<file path="src/rtl/dv64_pkg.sv">
package dv64_pkg;

	localparam int DATA_WIDTH = 64;
	localparam int CNT_W = $clog2(DATA_WIDTH);

	// action codes
	localparam logic ACT_UNSIGNED = 1'b0;
	localparam logic ACT_SIGNED   = 1'b1;

	typedef struct packed {
		logic                  action;
		logic [DATA_WIDTH-1:0] dividend;
		logic [DATA_WIDTH-1:0] divisor;
	} div_in_t;

	typedef struct packed {
		logic [DATA_WIDTH-1:0] quotient;
		logic [DATA_WIDTH-1:0] remainder;
	} div_out_t;

	// status from the shift-subtract core
	typedef struct packed {
		logic busy;
		logic done;
	} core_stat_t;

	typedef enum logic [1:0] {
		ST_IDLE,
		ST_SETUP,
		ST_RUN,
		ST_DONE
	} state_t;

endpackage

</file>
<file path="src/rtl/dv64_core.sv">
// restoring shift-subtract unit, one quotient bit per cycle
module dv64_core (
	input  logic                            clk,
	input  logic                            arst_n,
	input  logic                            start,
	input  logic [dv64_pkg::DATA_WIDTH-1:0] num,
	input  logic [dv64_pkg::DATA_WIDTH-1:0] den,
	output dv64_pkg::core_stat_t            stat,
	output logic [dv64_pkg::DATA_WIDTH-1:0] quo,
	output logic [dv64_pkg::DATA_WIDTH-1:0] rem
);

	localparam int W = dv64_pkg::DATA_WIDTH;
	localparam int CW = dv64_pkg::CNT_W;

	logic          busy_q;
	logic          done_q;
	logic [CW-1:0] cnt_q;
	logic [W-1:0]  qn_q;
	logic [W-1:0]  r_q;
	logic [W-1:0]  den_q;

	logic [W-1:0]  r_shift;
	logic [W:0]    diff;
	logic          take;
	logic          last;

	always_comb begin
		r_shift = {r_q[W-2:0], qn_q[W-1]};
		diff    = {r_q[W-1], r_shift} - {1'b0, den_q};
		// a carry out of the shift always exceeds the divisor
		take    = r_q[W-1] | ~diff[W];
		last    = (cnt_q == CW'(W - 1));
	end

	always_ff @(posedge clk or negedge arst_n) begin
		if (!arst_n) begin
			busy_q <= 1'b0;
			done_q <= 1'b0;
			cnt_q  <= '0;
		end else begin
			done_q <= 1'b0;
			if (start) begin
				busy_q <= 1'b1;
				cnt_q  <= '0;
			end else if (busy_q) begin
				cnt_q <= cnt_q + CW'(1);
				if (last) begin
					busy_q <= 1'b0;
					done_q <= 1'b1;
				end
			end
		end
	end

	// datapath, no reset
	always_ff @(posedge clk) begin
		if (start) begin
			qn_q  <= num;
			r_q   <= '0;
			den_q <= den;
		end else if (busy_q) begin
			qn_q <= {qn_q[W-2:0], take};
			r_q  <= take ? diff[W-1:0] : r_shift;
		end
	end

	assign stat.busy = busy_q;
	assign stat.done = done_q;
	assign quo = qn_q;
	assign rem = r_q;

endmodule

</file>
<file path="src/rtl/divider_64_with_remainder.sv">
// a taken request is registered, the core is started from the setup state, and the
// result is loaded into rsp once the core is done and the output slot is free; the single
//   shift-subtract unit retires one quotient bit per cycle (64 steps plus setup and finish)
// the block takes no request while a division is in flight or waits on the output slot
// reset: arst_n clears the sequencer and the result valid flag asynchronously
module divider_64_with_remainder (
	input  logic               clk,
	input  logic               arst_n,
	input  logic               req_valid,
	output logic               req_ready,
	input  dv64_pkg::div_in_t  req,
	output logic               rsp_valid,
	input  logic               rsp_ready,
	output dv64_pkg::div_out_t rsp
);

	localparam int W = dv64_pkg::DATA_WIDTH;

	dv64_pkg::state_t     state_q;
	dv64_pkg::state_t     state_d;

	// request as taken, kept for the whole division
	logic                 signed_q;
	logic [W-1:0]         a_q;
	logic [W-1:0]         b_q;
	logic                 neg_q;
	logic                 zero_q;

	// output register, parts the result from the next request
	logic                 rsp_valid_q;
	dv64_pkg::div_out_t   rsp_q;

	logic                 req_xfer;
	logic                 slot_free;
	logic                 load;
	logic                 core_start;
	logic [W-1:0]         mag_a;
	logic [W-1:0]         mag_b;
	logic                 neg_a;
	logic                 neg_b;
	dv64_pkg::core_stat_t core_stat;
	logic [W-1:0]         core_quo;
	logic [W-1:0]         core_rem;
	dv64_pkg::div_out_t   result;

	assign req_xfer  = req_valid && req_ready;
	// the output slot can take a result if empty or being drained this cycle
	assign slot_free = !rsp_valid_q || rsp_ready;

	// operand magnitudes for signed mode
	always_comb begin
		neg_a = signed_q && a_q[W-1];
		neg_b = signed_q && b_q[W-1];
		mag_a = neg_a ? (W'(0) - a_q) : a_q;
		mag_b = neg_b ? (W'(0) - b_q) : b_q;
	end

	// final quotient sign and the zero-divisor and signed-mode overrides
	always_comb begin
		if (zero_q) begin
			result.quotient = '0;
		end else if (neg_q) begin
			result.quotient = W'(0) - core_quo;
		end else begin
			result.quotient = core_quo;
		end
		if (zero_q || signed_q) begin
			result.remainder = '0;
		end else begin
			result.remainder = core_rem;
		end
	end

	// sequencer: next state and strobes
	always_comb begin
		state_d    = state_q;
		req_ready  = 1'b0;
		core_start = 1'b0;
		load       = 1'b0;
		unique case (state_q)
			dv64_pkg::ST_IDLE: begin
				req_ready = 1'b1;
				if (req_valid) begin
					state_d = dv64_pkg::ST_SETUP;
				end
			end
			dv64_pkg::ST_SETUP: begin
				core_start = 1'b1;
				state_d    = dv64_pkg::ST_RUN;
			end
			dv64_pkg::ST_RUN: begin
				if (core_stat.done) begin
					if (slot_free) begin
						load    = 1'b1;
						state_d = dv64_pkg::ST_IDLE;
					end else begin
						state_d = dv64_pkg::ST_DONE;
					end
				end
			end
			dv64_pkg::ST_DONE: begin
				// core keeps its result until the next start
				if (slot_free) begin
					load    = 1'b1;
					state_d = dv64_pkg::ST_IDLE;
				end
			end
			default: begin
				state_d = dv64_pkg::ST_IDLE;
			end
		endcase
	end

	always_ff @(posedge clk or negedge arst_n) begin
		if (!arst_n) begin
			state_q     <= dv64_pkg::ST_IDLE;
			rsp_valid_q <= 1'b0;
		end else begin
			state_q <= state_d;
			if (load) begin
				rsp_valid_q <= 1'b1;
			end else if (rsp_ready) begin
				rsp_valid_q <= 1'b0;
			end
		end
	end

	// payload registers
	always_ff @(posedge clk) begin
		if (req_xfer) begin
			signed_q <= (req.action == dv64_pkg::ACT_SIGNED);
			a_q      <= req.dividend;
			b_q      <= req.divisor;
		end
		if (core_start) begin
			neg_q  <= neg_a ^ neg_b;
			zero_q <= (b_q == '0);
		end
		if (load) begin
			rsp_q <= result;
		end
	end

	dv64_core u_core (
		.clk    (clk),
		.arst_n (arst_n),
		.start  (core_start),
		.num    (mag_a),
		.den    (mag_b),
		.stat   (core_stat),
		.quo    (core_quo),
		.rem    (core_rem)
	);

	assign rsp_valid = rsp_valid_q;
	assign rsp       = rsp_q;

	// the core only finishes while the sequencer waits on it
	a_done_in_run: assert property (@(posedge clk) disable iff (!arst_n)
		core_stat.done |-> state_q == dv64_pkg::ST_RUN)
		else $error("core finished outside of run state");

	// the core is busy as the run phase begins
	a_busy_after_setup: assert property (@(posedge clk) disable iff (!arst_n)
		state_q == dv64_pkg::ST_SETUP |=> core_stat.busy)
		else $error("core not started after setup");

	// signed results carry no remainder
	a_signed_rem_zero: assert property (@(posedge clk) disable iff (!arst_n)
		load && signed_q |=> rsp_q.remainder == '0)
		else $error("signed result with nonzero remainder");

	// a zero divisor yields a zero quotient
	a_zero_div: assert property (@(posedge clk) disable iff (!arst_n)
		load && zero_q |=> rsp_q.quotient == '0)
		else $error("zero divisor gave nonzero quotient");

	// a result is never written over one not yet transferred
	a_no_overwrite: assert property (@(posedge clk) disable iff (!arst_n)
		load |-> (!rsp_valid_q || rsp_ready))
		else $error("result overwritten before transfer");

endmodule

</file>
<file path="config.mk">
export PLATFORM = sky130hd
export DESIGN_NAME = divider_64_with_remainder
export DESIGN_NICKNAME = d
export VERILOG_FILES = /design/src/rtl/dv64_pkg.sv /design/src/rtl/dv64_core.sv /design/src/rtl/divider_64_with_remainder.sv
export SDC_FILE = /design/constraint.sdc
export NUM_CORES = 1
export LEC_CHECK = 0
export BUFFER_PORTS_ARGS = -buffer_cell sky130_fd_sc_hd__buf_2
export CORE_AREA = 2 2 226 228
export DETAILED_ROUTE_END_ITERATION = 10
export DIE_AREA = 0 0 228 230
export GPL_TIMING_DRIVEN = 0
export PLACE_DENSITY = 0.68
export SYNTH_ARGS = -nofsm -noshare
export SYNTH_HDL_FRONTEND = slang
export SYNTH_SLANG_ARGS = --single-unit
export TNS_END_PERCENT = 20
</file>
<file path="constraint.sdc">
create_clock -name clk -period 18.6 [get_ports clk]
set_input_delay 2.79 -clock clk [delete_from_list [all_inputs] [get_ports clk]]
set_output_delay 2.79 -clock clk [all_outputs]
set_load 0.05 [all_outputs]
</file>
==> results.py, run 1 <==
metrics = {
    "cells_and_area": {
        "instances_no_fill": 3372,
        "drive_above_1_share_pct": 13.7,
        "fin_util_pct": 56.4,
        "area_delta_synth_final_pct": 15.9,
        "fill_cells": 4406,
        "nets": 2864,
    },
    "cts": {
        "holdBufCountCts": 0,
        "post_cts_buffers": 0,
        "cts_sinks": 462,
        "tritoncts": "yes",
        "clock_latency_ns": 0.60,
        "post_cts_resize_count": 0,
        "max-clock-path-buffers": 3,
        "cts_root_buffer": "clkbuf_16",
        "htree_num_levels": 2,
        "numCtsBuffers": 50,
        "path_clk_slew_ns": 0.06,
    },
    "floorplan": {
        "start_util_pct": 48.6,
        "io_pins": 263,
        "num_rows": 82,
        "dieHeight_um": 230,
        "die_area_um2": 52400,
        "die_w_um": 228,
        "core_region_area_um2": 49900,
    },
    "routing": {
        "vias_per_cell": 5.72,
        "wl_met3_um": 4910,
        "wl_met1_um": 28800,
        "finalWirelength_um": 67800,
        "final_antenna_net_count": 0,
        "via_count": 19300,
        "drtPass1Iterations": 6,
        "drt-wirelength-per-cell_um": 20.1,
        "routed.top_layer": "met4",
        "drc": 0,
        "wl_met2_um": 31800,
        "drt-initial-drc-count": 1585,
    },
    "setup_path": {
        "crit_chain": "inv_1 -> ha_1 -> fa_1 -> nand2b_1 -> a21oi_1 -> o211a_1 -> o31ai_1 -> o22a_1 -> o311ai_1 -> nand3_1 -> and2_1 -> clkbuf_1 -> clkbuf_1 -> nand2_1 -> a31oi_1",
        "cpMostUsedCell": "clkbuf_1",
        "crit_type": "reg2reg",
        "critPathArrivalTime_ns": 5.27,
        "slowest_stage": "clkbuf_1",
        "cp-start-kind": "flop",
        "worst-path-max-fanout": 10,
        "slowest_delay_ns": 0.73,
        "cp_data_required_time_ns": 19.12,
        "endpoint_kind": "flop",
    },
    "power_and_ir_drop": {
        "intPower_uw": 2810,
        "clock_power_share_pct": 19.5,
        "switchingPower_uw": 2060,
        "pwr-share-comb_pct": 43.7,
        "swShare_pct": 42.3,
        "p_leak_uw": 0.0110,
        "worst_ir_drop_vdd_uv": 89.2,
        "p_seq_share_pct": 36.8,
        "power_density_nw_per_um2": 173,
    },
    "placement": {
        "hpwl_um": 51700,
        "routabilityCongestion": 0.957,
        "dp.cells": 3282,
        "portBuffers": 262,
    },
    "timing": {
        "setup_viol": 0,
        "hold_viol_final": 0,
        "fin_setup_tns_ns": 0,
        "finalCriticalPeriod_ns": 4.75,
        "slew_viol_final": 0,
        "hold_ws_ns": 0.501,
        "grt_setup_unrepaired": "false",
        "maxSlewHeadroom_pct": 29.2,
        "clock.fmax_ghz": 0.211,
        "fin_skew_ns": 0.0319,
        "worst_slew_pin_slew_ns": 1.06,
        "fin_crit_sh_pct": 25.5,
    },
    "grt": {
        "overflow": 0,
        "antenna_found_initial": 2,
        "grt_max_degree": 67,
        "gr-usage-all-layers_pct": 25.6,
        "grt_pass1_vias": 18800,
        "grt_pass1_wl_um": 105000,
    },
    "run": {
        "maxCapViolCount": 0,
    },
    "yosys": {
        "async_flop_share_pct": 2.38,
        "synth_edf_count": 387,
        "ys_warn_count": 0,
        "syn-num-nets": 2544,
        "synth-main-ff-cell": "edfxtp_1",
        "ys_seq_area_share_pct": 54.3,
        "syn-cell-area_um2": 24300,
        "synth_seq_cells": 462,
        "ys_types": 73,
        "syn-instance-count": 2342,
        "avgSynthCellArea_um2": 10.4,
    },
    "run_status": {
        "status": "completed",
    },
    "min_path": {
        "hold_class": "reg2reg",
    },
}
[flip-flops by register name, summed over array words and instances, names as in the netlist, 2 cells and up]
name / cells
a_q: 64
b_q: 64
u_core.rem: 64
state_q: 2
u_core.den_q: 64
rsp: 128
u_core.cnt_q: 6
u_core.quo: 64
[Yosys cell counts, types with 15 or more instances]
library cell / number / share of area, %
a21o_1: 29 / 0.90
a21oi_1: 123 / 2.5
a31oi_1: 79 / 2.0
and2_1: 74 / 1.9
and3_1: 15 / 0.39
clkbuf_1: 110 / 1.7
dfxtp_1: 64 / 5.3
edfxtp_1: 387 / 48
ha_1: 68 / 3.5
inv_1: 99 / 1.5
nand2_1: 283 / 4.4
nand2b_1: 22 / 0.57
nand3_1: 27 / 0.56
nand4_1: 32 / 0.83
nor2_1: 169 / 2.6
nor3_1: 39 / 0.80
o21ai_0: 175 / 3.6
o21ai_1: 34 / 0.70
o31ai_1: 46 / 1.4
o41ai_1: 17 / 0.61
or3_1: 38 / 0.98
or4_1: 19 / 0.59
xnor2_1: 103 / 3.7
xor2_1: 139 / 5.0
[critical path, delay by kind of cell (launching register included)]
| kind | cells | cell delay (ns) |
|---|---|---|
| AOI/OAI and AO/OA | 6 | 1.60 |
| and+or+nand+nor | 4 | 0.80 |
| adders and majority gates | 2 | 0.41 |
| DFF | 1 | 0.39 |
| buffers and inverters | 3 | 1.47 |
[worst paths after layout]
kind,cells after the start,slack [ns],endpoint,from
min,2,0.50,u_core.rem[7],u_core.rem[6]
max,15,13.85,u_core.rem[55],u_core.quo[63]
min reg2reg,2,0.50,u_core.rem[7],u_core.rem[6]
min in group asynchronous,1,2.07,u_core.cnt_q[1],arst_n
max in group asynchronous,1,16.27,rsp_valid,arst_n
max reg2reg,15,13.85,u_core.rem[55],u_core.quo[63]
[metal layers]
layer,up-vias,GRT usage (%)
met2,726,42.3
li1,9116,-
met1,9302,34.1
met3,129,3.99
met5,-,0
met4,0,9.62
[final cells by class]
type | instances | area [um^2] | share of cell area [%]
diodes | 1 | 2.50 | 0.00890
plain buffers | 117 | 449 | 1.60
clock buffers | 65 | 1370 | 4.87
clock inverters | 24 | 176 | 0.628
inverters | 99 | 372 | 1.32
multi-input cells | 1664 | 10300 | 36.6
flip-flops and latches | 462 | 13200 | 46.9
well taps | 672 | 841 | 2.99
repair buffers | 268 | 1450 | 5.15
[per-stage QoR]
step,area [um^2],power [uW],worst slack [ns]
global route,28100,5190,13.50
finish,28100,4870,13.85
global placement,26400,3880,6.72
detailed placement,26600,3900,13.84
floorplan,24300,3300,9.38
CTS,28100,4860,13.79
[layout by cell type, fill, tap and decap left out, types with 29 or more instances in the layout]
cell type	netlist	layout
o21ai_0	175	175
ha_1	68	68
dfxtp_1	64	64
nand4_1	32	32
a21o_1	29	29
edfxtp_1	387	387
xor2_1	139	139
inv_1	99	99
xnor2_1	103	103
clkbuf_16	0	51
buf_2	1	264
nand2_1	283	282
o31ai_1	46	46
or3_1	38	38
and2_1	74	73
nor2_1	169	168
a21oi_1	123	123
a31oi_1	79	79
clkbuf_1	110	120
o21ai_1	34	34
nor3_1	39	39
[logic make-up after synthesis]
logic type | share of synthesized area, %
buffers and inverters | 3.38
adders and majority gates | 3.59
DFF | 54.3
muxes | 0.0825
xor gates and xnor gates | 8.74
AOI/OAI and AO/OA | 14.5
and+or+nand+nor | 15.4
[power by group through the flow]
stage / clock network [uW] / registers [uW] / logic [uW]
floorplan: 0 / 1900 / 1400
global placement: 0 / 1840 / 2040
detailed placement: 0 / 1810 / 2090
CTS: 966 / 1790 / 2110
global route: 1010 / 1830 / 2350
finish: 949 / 1800 / 2130
Power figures use the tool's default switching activity.
==> run 2, diff against run 1 <==
==> constraint.sdc (replaced) <==
create_clock -name clk -period 4.95 [get_ports clk]
set_input_delay 0.7425 -clock clk [delete_from_list [all_inputs] [get_ports clk]]
set_output_delay 0.7425 -clock clk [all_outputs]
set_load 0.05 [all_outputs]
==> run 2 against run 1 <==
Effect of this change:
- utilization is 0.37 points higher
- sequential cell count stayed put
- critical path depth stayed put
- count of clock-buffer cells in the layout is 10 higher
- non-clock buffer count is 2 higher
- sequential share of layout area is 0.31 points lower
- global-route usage is 0.24 points lower
- maximum frequency is 1.2% lower
==> results.py, run 2 (synthesis results as in run 1) <==
metrics = {
    "cts": {
        "tritoncts": "yes",
        "clock_latency_ns": 0.62,
        "cts_sinks": 462,
        "path_clk_slew_ns": 0.06,
        "htree_num_levels": 2,
        "numCtsBuffers": 50,
        "max-clock-path-buffers": 3,
        "cts_root_buffer": "clkbuf_16",
    },
    "routing": {
        "drt-initial-drc-count": 1562,
        "routed.top_layer": "met5",
        "drc": 0,
        "final_antenna_net_count": 0,
        "wl_met1_um": 28900,
        "via_count": 19300,
        "drtPass1Iterations": 5,
        "vias_per_cell": 5.72,
        "drt-wirelength-per-cell_um": 20.1,
        "wl_met2_um": 31600,
        "finalWirelength_um": 67800,
        "wl_met3_um": 4690,
    },
    "setup_path": {
        "r2r.worst_path.cells": 15,
        "worst-path-max-fanout": 10,
        "r2r_setup_slack_ns": 0.14,
        "cp_data_required_time_ns": 5.48,
        "cp-start-kind": "flop",
        "crit_type": "reg2reg",
        "endpoint_kind": "flop",
        "critPathArrivalTime_ns": 5.33,
    },
    "timing": {
        "grt_setup_unrepaired": "true",
        "finalCriticalPeriod_ns": 4.81,
        "fin_skew_ns": 0.0227,
        "layout_setup_ws_ns": 0.143,
        "maxSlewHeadroom_pct": 3.89,
        "setup_viol": 0,
        "clock.fmax_ghz": 0.208,
        "fin_crit_sh_pct": 97.1,
        "hold_viol_final": 0,
        "slew_viol_final": 0,
        "fin_setup_tns_ns": 0,
        "hold_ws_ns": 0.296,
        "worst_slew_pin_slew_ns": 1.44,
    },
    "min_path": {
        "min_path_cells": 1,
        "hold_class": "in2reg",
    },
    "grt": {
        "overflow": 0,
        "antenna_found_initial": 2,
        "grt_max_degree": 66,
        "grt_pass1_wl_um": 104000,
        "grt_pass1_vias": 18600,
        "gr-usage-all-layers_pct": 25.4,
    },
    "placement": {
        "dpl_worst_slack_ns": 0.373,
        "routabilityCongestion": 0.992,
        "portBuffers": 262,
        "hpwl_um": 51200,
    },
    "floorplan": {
        "num_rows": 82,
        "die_w_um": 228,
        "io_pins": 263,
        "core_region_area_um2": 49900,
        "dieHeight_um": 230,
        "die_area_um2": 52400,
        "start_util_pct": 48.6,
    },
    "power_and_ir_drop": {
        "p_leak_uw": 0.0111,
        "power_density_nw_per_um2": 656,
        "power_uw": 18600,
        "worst_ir_drop_vdd_uv": 395,
    },
    "cells_and_area": {
        "fill_cells": 4399,
        "drive_above_1_share_pct": 14.0,
        "largest_reg_flops": 128,
        "fin_util_pct": 56.8,
        "layout_commonest_cell": "edfxtp_1",
        "area_delta_synth_final_pct": 16.7,
        "nets": 2866,
        "final_cell_mix": "edfxtp_1, nand2_1, buf_2, o21ai_0, nor2_1",
    },
    "run": {
        "maxCapViolCount": 0,
    },
    "run_status": {
        "status": "completed",
    },
}
## run 2: final timing paths
check	to	from
setup / recovery	u_core.rem[61]	u_core.quo[63]
hold / removal	a_q[33]	req[97]
setup reg to reg	u_core.rem[61]	u_core.quo[63]
hold reg to reg	u_core.rem[15]	u_core.rem[14]
max in group asynchronous	rsp_valid	arst_n
min in group asynchronous	u_core.cnt_q[2]	arst_n
## run 2: final cells by class
class | instances | area [um^2] | area share (%)
diodes | 3 | 7.51 | 0.0265
plain buffers | 117 | 450 | 1.59
flip-flops and latches | 462 | 13200 | 46.6
multi-input cells | 1664 | 10300 | 36.3
repair buffers | 270 | 1480 | 5.24
clock inverters | 19 | 244 | 0.862
clock buffers | 75 | 1450 | 5.11
inverters | 99 | 372 | 1.31
well taps | 672 | 841 | 2.97
## run 2: stage by stage
step,instance area (um^2),cells
after CTS,28300,3378
after detailed placement,26600,3283
after global placement,26400,3276
after global routing,28300,3379
final,28300,3381
after floorplan,24300,2342
## run 2: timing repair
action,CTS,global route
hold buffers,1,0
hold endpoints to repair,11,0
setup endpoints to repair,0,2
buffers inserted,0,0
gates resized for setup,0,3
## run 2: power by group
part / internal, uW / switching (uW)
combinational: 2810 / 5190
clock: 2240 / 1570
sequential: 5720 / 1020
total: 10800 / 7790
## run 2: critical path, cell delays in order, from the launching register on
cell	delay (ns)
edfxtp_1	0.39
inv_1	0.16
ha_1	0.21
fa_1	0.19
nand2b_1	0.17
a21oi_1	0.12
o211a_1	0.27
o31ai_1	0.55
o22a_1	0.37
o311ai_1	0.17
nand3_1	0.22
and2_1	0.24
buf_1	0.72
clkbuf_1	0.61
nand2_1	0.13
a31oi_1	0.19
## run 2: routing by layer
| metal | vias to the layer above | global-route usage, % |
|---|---|---|
| met5 | - | 0 |
| met4 | 2 | 10.6 |
| met3 | 151 | 3.82 |
| met2 | 717 | 41.3 |
| met1 | 9332 | 34.0 |
| li1 | 9125 | - |
==> run 3, diff against run 2 <==
--- a/config.mk
+++ b/config.mk
@@ -7,10 +7,12 @@
 export LEC_CHECK = 0
 export BUFFER_PORTS_ARGS = -buffer_cell sky130_fd_sc_hd__buf_2
 export CORE_AREA = 2 2 226 228
+export CTS_CLUSTER_DIAMETER = 80
 export DETAILED_ROUTE_END_ITERATION = 10
 export DIE_AREA = 0 0 228 230
 export GPL_TIMING_DRIVEN = 0
 export PLACE_DENSITY = 0.68
+export SETUP_SLACK_MARGIN = 0.2
 export SYNTH_ARGS = -nofsm -noshare
 export SYNTH_HDL_FRONTEND = slang
 export SYNTH_SLANG_ARGS = --single-unit
==> run 3 against run 2 <==
Effect of this change:
- power down 0.75%
- cell area fell by 0.23%
- non-clock buffer count unchanged
- sequential power is essentially flat
- sequential share of layout area up 0.11 points
- wire length shrank 0.23%
- utilization shrank 0.13 points
- clock power decreased by 3%
==> results.py, run 3 (synthesis results as in run 1) <==
metrics = {
    "power_and_ir_drop": {
        "swShare_pct": 42.3,
        "power_uw": 18400,
        "worst_ir_drop_vdd_uv": 394,
        "intPower_uw": 10600,
        "clock_power_share_pct": 20.0,
        "pwr-share-comb_pct": 43.4,
        "power_density_nw_per_um2": 653,
        "switchingPower_uw": 7790,
        "p_seq_share_pct": 36.6,
        "p_leak_uw": 0.0111,
    },
    "cts": {
        "cts_sinks": 462,
        "clock_latency_ns": 0.62,
        "htree_num_levels": 2,
        "path_clk_slew_ns": 0.06,
        "tritoncts": "yes",
        "numCtsBuffers": 50,
        "max-clock-path-buffers": 3,
        "cts_root_buffer": "clkbuf_16",
    },
    "setup_path": {
        "rr_startpoint": "u_core.rem[38]",
        "cp_data_required_time_ns": 5.40,
        "critPathArrivalTime_ns": 4.91,
        "r2r.worst_path.cells": 14,
        "worst-path-max-fanout": 10,
        "cp.depth": 14,
        "crit_type": "reg2reg",
        "slowest_stage": "o311ai_1",
        "slowest_delay_ns": 0.43,
        "startpoint": "u_core.rem[38]",
        "endpoint_kind": "flop",
        "r2r_setup_slack_ns": 0.48,
        "cp.buffers_inverters": 4,
        "crit_end": "u_core.rem[61]",
        "cp_top_family": "simple AND/OR/NAND/NOR gates",
        "cp-start-kind": "flop",
        "r2r-end": "u_core.rem[61]",
        "crit_chain": "ha_1 -> clkbuf_1 -> and3_1 -> nand3_1 -> nor4_1 -> inv_1 -> o22a_1 -> o311ai_1 -> nand3_1 -> and2_1 -> clkbuf_2 -> clkbuf_1 -> nand2_1 -> a31oi_1",
    },
    "cells_and_area": {
        "multi_input_area_um2": 10300,
        "area_delta_synth_final_pct": 16.4,
        "drive_above_1_share_pct": 14.0,
        "largest_reg_flops": 128,
        "fill_cells": 4414,
        "nets": 2866,
        "layout_commonest_cell": "edfxtp_1",
        "seqCellArea_um2": 13200,
        "fin_util_pct": 56.6,
        "final_cell_mix": "edfxtp_1, nand2_1, buf_2, o21ai_0, nor2_1",
    },
    "timing": {
        "maxSlewHeadroom_pct": 7.85,
        "clock.fmax_ghz": 0.224,
        "hold_ws_ns": 0.293,
        "fin_crit_sh_pct": 90.2,
        "slew_viol_final": 0,
        "fin_setup_tns_ns": 0,
        "finalCriticalPeriod_ns": 4.47,
        "fin_skew_ns": 0.0317,
        "hold_viol_final": 0,
        "worst_slew_pin_slew_ns": 1.38,
        "grt_setup_unrepaired": "false",
        "layout_setup_ws_ns": 0.484,
        "setup_viol": 0,
    },
    "floorplan": {
        "core_region_area_um2": 49900,
        "io_pins": 263,
        "dieHeight_um": 230,
        "die_w_um": 228,
        "start_util_pct": 48.6,
        "die_area_um2": 52400,
        "num_rows": 82,
    },
    "grt": {
        "antenna_found_initial": 2,
        "overflow": 0,
        "gr-usage-all-layers_pct": 25.4,
        "grt.busiest_layer": "met2",
        "use_met1_pct": 34.2,
        "grt_use_met2_pct": 41.2,
        "met3_usage_pct": 4.06,
        "grt_max_degree": 66,
        "grt_pass1_wl_um": 104000,
        "grt_pass1_vias": 18600,
    },
    "routing": {
        "final_antenna_net_count": 0,
        "drtPass1Iterations": 5,
        "via_count": 19300,
        "vias_per_cell": 5.72,
        "drc": 0,
        "drt-initial-drc-count": 1590,
        "drt-wirelength-per-cell_um": 20.0,
        "finalWirelength_um": 67600,
    },
    "placement": {
        "routabilityCongestion": 0.992,
        "dpl_worst_slack_ns": 0.373,
        "hpwl_um": 51200,
        "portBuffers": 262,
    },
    "run": {
        "maxCapViolCount": 0,
    },
    "min_path": {
        "hold_class": "in2reg",
    },
    "run_status": {
        "status": "completed",
    },
}
run 3: cell count changes in the layout (fill, tap and decap cells not counted), sizes merged:
cell    previous run  this run
inv              101       103
clkinv            12        18
diode              3         1
bufinv             4         2
buf              277       276
clkbuf           184       179
run 3: cell type report:
type                            count  share of cell area (%)
Buffer                            117                    1.60
Timing Repair Buffer              270                    5.26
Antenna cell                        1                 0.00886
Tap cell                          672                    2.98
Inverter                           99                    1.32
Multi-Input combinational cell   1664                    36.4
Clock buffer                       69                    4.97
Sequential cell                   462                    46.7
Clock inverter                     25                   0.798
run 3: per-layer routing:
layer	routed length, um	part of all wire [%]
met1	28700	42
met5	13	0.019
met3	4910	7.3
met2	31400	46
met4	2660	3.9
run 3: stage by stage:
stage | instance area, um^2 | instances
after floorplan | 24300 | 2342
after global placement | 26400 | 3276
after detailed placement | 26600 | 3283
after CTS | 28200 | 3378
after global routing | 28200 | 3379
final | 28200 | 3379
run 3: worst min-delay path by stage:
stage / from / to / slack (ns) / cells past startpoint
floorplan: arst_n / rsp_valid / 0.45 / 0
global placement: u_core.rem[47] / u_core.rem[48] / 0.49 / 2
detailed placement: u_core.rem[49] / u_core.rem[50] / 0.50 / 2
CTS: req[97] / a_q[33] / 0.27 / 1
global route: req[42] / b_q[42] / 0.28 / 1
finish: req[97] / a_q[33] / 0.29 / 1
run 3: timing repair:
item,CTS,global route
setup endpoints to repair,0,29
buffers inserted,0,0
gates resized for setup,0,7
hold buffers,1,0
endpoints found under the hold margin,11,0
run 3: power groups by stage:
stage	combinational, uW	sequential [uW]	clock [uW]
final	7990	6740	3690
after global placement	7650	6860	0
after detailed placement	7860	6790	0
after CTS	7920	6710	3760
after floorplan	5280	7110	0
after global routing	8850	6860	3920
